**config.mk**
```make
export PLATFORM = sky130hd
export DESIGN_NAME = cpb_cell
export DESIGN_NICKNAME = d
export VERILOG_FILES = /design/src/design/cpb_pkg.sv /design/src/design/cpb_cell.sv
export SDC_FILE = /design/constraint.sdc
export NUM_CORES = 1
export LEC_CHECK = 0
export ABC_AREA = 1
export BUFFER_PORTS_ARGS = -buffer_cell sky130_fd_sc_hd__buf_2
export CAP_MARGIN = 20
export CORE_ASPECT_RATIO = 1.5
export CORE_MARGIN = 3
export CORE_UTILIZATION = 30
export CTS_CLUSTER_DIAMETER = 100
export DETAILED_ROUTE_END_ITERATION = 10
export RECOVER_POWER = 50
export SLEW_MARGIN = 10
export SYNTH_ARGS = -nofsm -noshare
export SYNTH_HDL_FRONTEND = slang
export SYNTH_SLANG_ARGS = --single-unit
```
**constraint.sdc**
```tcl
create_clock -name clk -period 2.4 [get_ports clk]
set_input_delay 0.12 -clock clk [delete_from_list [all_inputs] [get_ports clk]]
set_output_delay 0.12 -clock clk [all_outputs]
set_load 0.01 [all_outputs]
```
**src/design/cpb_pkg.sv**
```systemverilog
`default_nettype none
// ----------------------------------------------------------------------------
// cpb_pkg
// Shared types and constants for the colour palette builder and mapper.
// ----------------------------------------------------------------------------
package cpb_pkg;

    localparam int CAPACITY = 255;
    localparam int IDX_W    = $clog2(CAPACITY + 1);

    typedef logic [IDX_W-1:0] idx_t;

    typedef enum logic
    {
        OP_INSERT = 1'b0,
        OP_LOOKUP = 1'b1
    } op_t;

    typedef enum logic [1:0]
    {
        ST_EXISTING  = 2'd0,
        ST_ADDED     = 2'd1,
        ST_FULL      = 2'd2,
        ST_UNMATCHED = 2'd3
    } status_t;

    // One search token as it moves along the row of cells
    typedef struct packed
    {
        logic        valid;
        op_t         op;
        logic [23:0] color;
        logic        resolved;
        status_t     status;
        idx_t        idx;
        idx_t        count;
    } item_t;

endpackage
`default_nettype wire

```
**src/design/cpb_cell.sv**
```systemverilog
`default_nettype none
// ----------------------------------------------------------------------------
// cpb_cell
// One palette entry: compares the passing token, claims itself on a miss
// insert, and registers the token for the next cell.
// ----------------------------------------------------------------------------
module cpb_cell
(
    input  wire logic          clk,
    input  wire logic          rst_n,
    input  wire logic          adv,
    input  wire cpb_pkg::idx_t cell_index,
    input  wire cpb_pkg::item_t item_in,
    output cpb_pkg::item_t      item_out
);

    logic           occ_reg;
    logic           occ_next;
    logic [23:0]    entry_reg;
    logic           valid_reg;
    cpb_pkg::item_t item_reg;
    cpb_pkg::item_t item_next;
    logic           hit;
    logic           claim;

    assign hit   = occ_reg && (entry_reg == item_in.color);
    assign claim = item_in.valid && !item_in.resolved && !occ_reg
                   && (item_in.op == cpb_pkg::OP_INSERT);
    assign occ_next = occ_reg || (adv && claim);

    always_comb
    begin
        item_next = item_in;
        if (!item_in.resolved)
        begin
            if (hit)
            begin
                item_next.resolved = 1'b1;
                item_next.status   = cpb_pkg::ST_EXISTING;
                item_next.idx      = cell_index;
            end
            else if (claim)
            begin
                item_next.resolved = 1'b1;
                item_next.status   = cpb_pkg::ST_ADDED;
                item_next.idx      = cell_index;
            end
        end
        // count of filled cells as this token sees them, its own write included
        if (occ_reg || claim)
        begin
            item_next.count = item_in.count + cpb_pkg::idx_t'(1);
        end
    end

    always_ff @(posedge clk or negedge rst_n)
    begin
        if (!rst_n)
        begin
            occ_reg   <= 1'b0;
            valid_reg <= 1'b0;
        end
        else
        begin
            occ_reg <= occ_next;
            if (adv)
            begin
                valid_reg <= item_in.valid;
            end
        end
    end

    always_ff @(posedge clk)
    begin
        if (adv && claim)
        begin
            entry_reg <= item_in.color;
        end
        if (adv)
        begin
            item_reg <= item_next;
        end
    end

    always_comb
    begin
        item_out       = item_reg;
        item_out.valid = valid_reg;
    end

endmodule
`default_nettype wire

```
Word level (Yosys, flattened, before mapping)
Index checks and enable logic that the tools add are counted.
Storage, ports and cells
  register bits: 70
  output and inout bits: 45
Operators by class
  add/sub/neg operators: 1
  eq/ne operators: 1
  mux-type cells: 4
  bitwise logic cells: 1
  reductions and logical operators: 10
Operator list (number)
  equality test 24 bit: 1
  two-way mux 10 bit: 2
  two-way mux 11 bit: 1
  adder 8 x 1 -> 8 bit, second input constant: 1
  two-way mux 8 bit: 1
  logical AND 1 bit: 5
  logical NOT 1 bit: 2
  logical OR 1 bit: 2
  OR reduction 2 bit: 1
  NOT 1 bit: 1

Logic depth before layout (Yosys ltp)
  depth in word-level cells: 7
  depth in mapped cells: 11
  mapped depth without buffers: 11

Worst setup path before layout
OpenSTA, ideal clock, no wires.
  path type: flip-flop to flip-flop
  start point: reg occ_reg
  end point: reg entry_reg[0], enable pin
  setup time: 405 ps
  arrival time: 1629 ps
  data required time: 1995 ps
  slack: 366 ps
  cell stages (with the launch flop): 4
  period minus slack after synthesis: 2034 ps
  cell sequence: dfrtp_1 > inv_2 > nand3_4 > nor2_1
Between the ends
  cells in the longest elaborated chain, start to end: 4
RTL lines
  start: declaration: line cpb_cell.sv:17  | logic occ_reg;
  start signal: assignment: line cpb_cell.sv:65  | occ_reg <= occ_next;
  logical NOT 1 bit: line cpb_cell.sv:27  | assign claim = item_in.valid && !item_in.resolved && !occ_reg
  logical AND 1 bit: line cpb_cell.sv:27
  logical AND 1 bit: line cpb_cell.sv:28  | && (item_in.op == cpb_pkg::OP_INSERT);
  logical AND 1 bit: line cpb_cell.sv:75  | if (adv && claim)
  end signal: assignment: line cpb_cell.sv:77  | entry_reg <= item_in.color;
  end: declaration: line cpb_cell.sv:19  | logic [23:0] entry_reg;
No other way between the ends.
A chain may end at the register's enable or synchronous reset.

Worst setup path after layout
  start point: in item_in[20] (netlist bit)
  end point: reg item_reg, in the netlist item_out[18] (data pin)
Between the ends
  cells in the longest elaborated chain, start to end: 3
RTL lines
  start: declaration: line cpb_cell.sv:13  | input wire cpb_pkg::item_t item_in,
  equality test 24 bit: line cpb_cell.sv:26  | assign hit = occ_reg && (entry_reg == item_in.color);
  logical AND 1 bit: line cpb_cell.sv:26
  OR reduction 2 bit (no line)
  end signal: assignment: line cpb_cell.sv:81  | item_reg <= item_next;
  end: declaration: line cpb_cell.sv:21  | cpb_pkg::item_t item_reg;
No other way between the ends.

==> metrics.txt <==
CTS tree=done; vias in the first global route=2100; DRT Wirelength=6350 um; antenna-violating nets left=0; CP Data Arrival Time=1.90 ns; Yosys top cell area share=68.0%; synth top area cells=edfxtp_1, nand2_1, inv_1; CTS Buffer Depth=2; Core Region=0.00974 sq mm; Setup Skew=around 0.0030 ns; CP Launch Point=item_in[20]; FF-to-FF Start=entry_reg[8]; Initial Utilization=30.8%; Power Density=721 mW/mm^2; Synth async-reset ratio=2.86%; Overall Global Routing Usage=between 10 and 15%; Post-Syn Area per Cell=11.4 sq um; Yosys warning total=0; status=finished clean; max-slew violations=0; ys flop type=edfxtp_1; Die X=87.7 um; HP Class=in -> reg; die height=129 um; Max-cap violations=0; hpwl dp=4670 um; most instantiated cells after synthesis=nand2_1, edfxtp_1, inv_1, nor2_1; Ports=101; number of fill cells in the layout=955; crit path max fanout=11; CTS Root Cell=clkbuf_16; Final Critical Period=1.83 ns; H-tree depth=3; synthesized flop and latch total=70; Residual DRC=0; Final Hold Vio Count=0; Setup crit end kind=flop; initial antenna violation count=0; Flop pwr share=between 50 and 60%; clk sinks=70; Post-CTS Setup Bufs=0; Final setup viols=0; Multi-input gate area=739 sq um; n_diodes=0; layout cells sized above 1=between 20% and 30%; RSZ-0062 raised after global routing=false; PortBufs=100; pin count of the biggest net entering global routing=25; WL per Instance=between 10 and 15 um; register area share after synthesis=69.7%; Pre-antenna DRT Iters=4; final hold slack=~0.04 ns; Slew @ Worst Pin=1.36 ns; period utilization=about three quarters; sw frac=22.0%; Rel. slew slack=roughly 9.0%; clk_lat worst skew=0.33 ns; first-pass GRT wire length=10100 um; clock share of power=40.4%; Seq. cell area=around 0.0021 sq mm; NetSw=~0.62 mW; reg2reg setup slack=0.64 ns; syn nets=between 300 and 400; maximum clock rate=between 500 and 600 MHz; total gr overflow=0; Critical Path Start Type=input port; maximum VDD drop=0.328 mV; CP required=2.48 ns; crit path to=item_out[18]; row cnt=44; Synth cell types=26; Post-Synthesis Cells=264; CTS Buf Count=9; WS Path Type=in -> reg; Comb power frac=8.8%; routability cong.=0.679; Area Growth Syn to Fin=30.4%; Leak=1.67 nW; post-route cell area=0.00392 sq mm; Post-Syn Area=roughly 0.0030 sq mm; DR vias=roughly 2200; Nets=roughly 440; FF-to-FF End=item_out[9]; DRT iter0 DRCs=70; Int Power=2.20 mW; Reg clk slew, reported paths=0.05 ns; number of flops mapped to enable cells by yosys=68; Die Footprint=roughly 0.011 sq mm; R2R depth=11; setup_tns=0 ns; max reg flops=44; Synth area leader=edfxtp_1; most numerous cell in the Yosys netlist=nand2_1; placed cell areas=approximately 0.0036 sq mm; Vias/cell=about 4.4
## layout make-up
cell class,instances,area share [%]
inverters,39,3.74
flip-flops and latches,70,53.4
clock inverters,3,0.320
well taps,115,3.68
repair buffers,111,13.9
multi-input cells,151,18.9
clock buffers,12,6.04
## critical path: stages
cell,delay (ns)
dlygate4sd3_1,0.54
clkbuf_1,0.13
o21ai_0,0.22
nor2_1,0.07
nand3_1,0.07
nor2_1,0.04
nand3_1,0.09
buf_4,0.19
nand2_2,0.14
or2_2,0.29
## how the worst min path moves through the flow
stage,from,endpoint,slack (ns),cells after the start
after floorplan,rst_n,occ_reg,-0.18,0
after global placement,rst_n,valid_reg,-0.09,1
after detailed placement,rst_n,valid_reg,-0.09,1
after CTS,item_in[33],entry_reg[14],0.0006,1
after global routing,item_in[44],valid_reg,0.05,3
final,item_in[44],valid_reg,0.04,3
## stage by stage
step / power [mW] / util [%] / instances / setup WS (ns)
floorplan: 1.56 / - / 264 / 0.366
global route: 2.95 / 40.2 / 501 / 0.344
finish: 2.82 / 40.2 / 501 / 0.574
detailed placement: 1.71 / 37.4 / 478 / 0.617
global placement: 1.71 / 37.4 / 478 / 0.655
CTS: 2.88 / 40.8 / 501 / 0.543
## repair_timing
action,in CTS,in global routing
endpoints found under the hold margin,15,0
gates resized for setup,0,0
hold buffers,8,0
## cells in the final DEF, fill, tap and decap left out, types with 2 or more instances in the layout
master,synthesis,routed
clkbuf_16,0,9
nor2_2,1,2
o21ai_0,9,9
clkbuf_1,1,50
buf_2,1,53
dlygate4sd3_1,0,8
edfxtp_1,68,68
xnor2_1,4,4
inv_1,38,38
buf_4,1,3
clkinv_1,0,2
nand3_1,5,5
nand2_1,71,71
nor2_1,32,31
xor2_1,9,9
a21oi_1,9,9
nand2_2,2,2
dfrtp_1,2,2
## cells by family (layout without fill, tap and decap cells)
family,Yosys count,count (layout),share of synthesized area [%]
compound gates,19,19,3.17
flops,70,70,69.7
simple gates,117,117,16.8
buf+inv,43,165,5.79
xor+xnor,13,13,3.79
mux,1,1,0.375
fa+ha+maj,1,1,0.417
## power groups by stage
| stage | registers, mW | clock network, mW | logic (mW) |
|---|---|---|---|
| after floorplan | 1.49 | 0 | 0.0639 |
| after global placement | 1.45 | 0 | 0.253 |
| after detailed placement | 1.46 | 0 | 0.257 |
| after CTS | 1.43 | 1.18 | 0.268 |
| after global routing | 1.44 | 1.23 | 0.280 |
| final | 1.43 | 1.14 | 0.248 |
## per-layer routing
| metal | global-route usage, % | vias up | wire length [um] | share of wire (%) |
|---|---|---|---|---|
| met3 | 3.72 | 13 | 438 | 6.9 |
| met4 | 7.59 | 0 | 206 | 3.2 |
| met5 | 0 | - | 0 | 0 |
| li1 | - | 1091 | - | - |
| met1 | 13.8 | 998 | 2600 | 41 |
| met2 | 19.4 | 83 | 3110 | 49 |
Note: power is estimated with default switching activity, not from simulation.
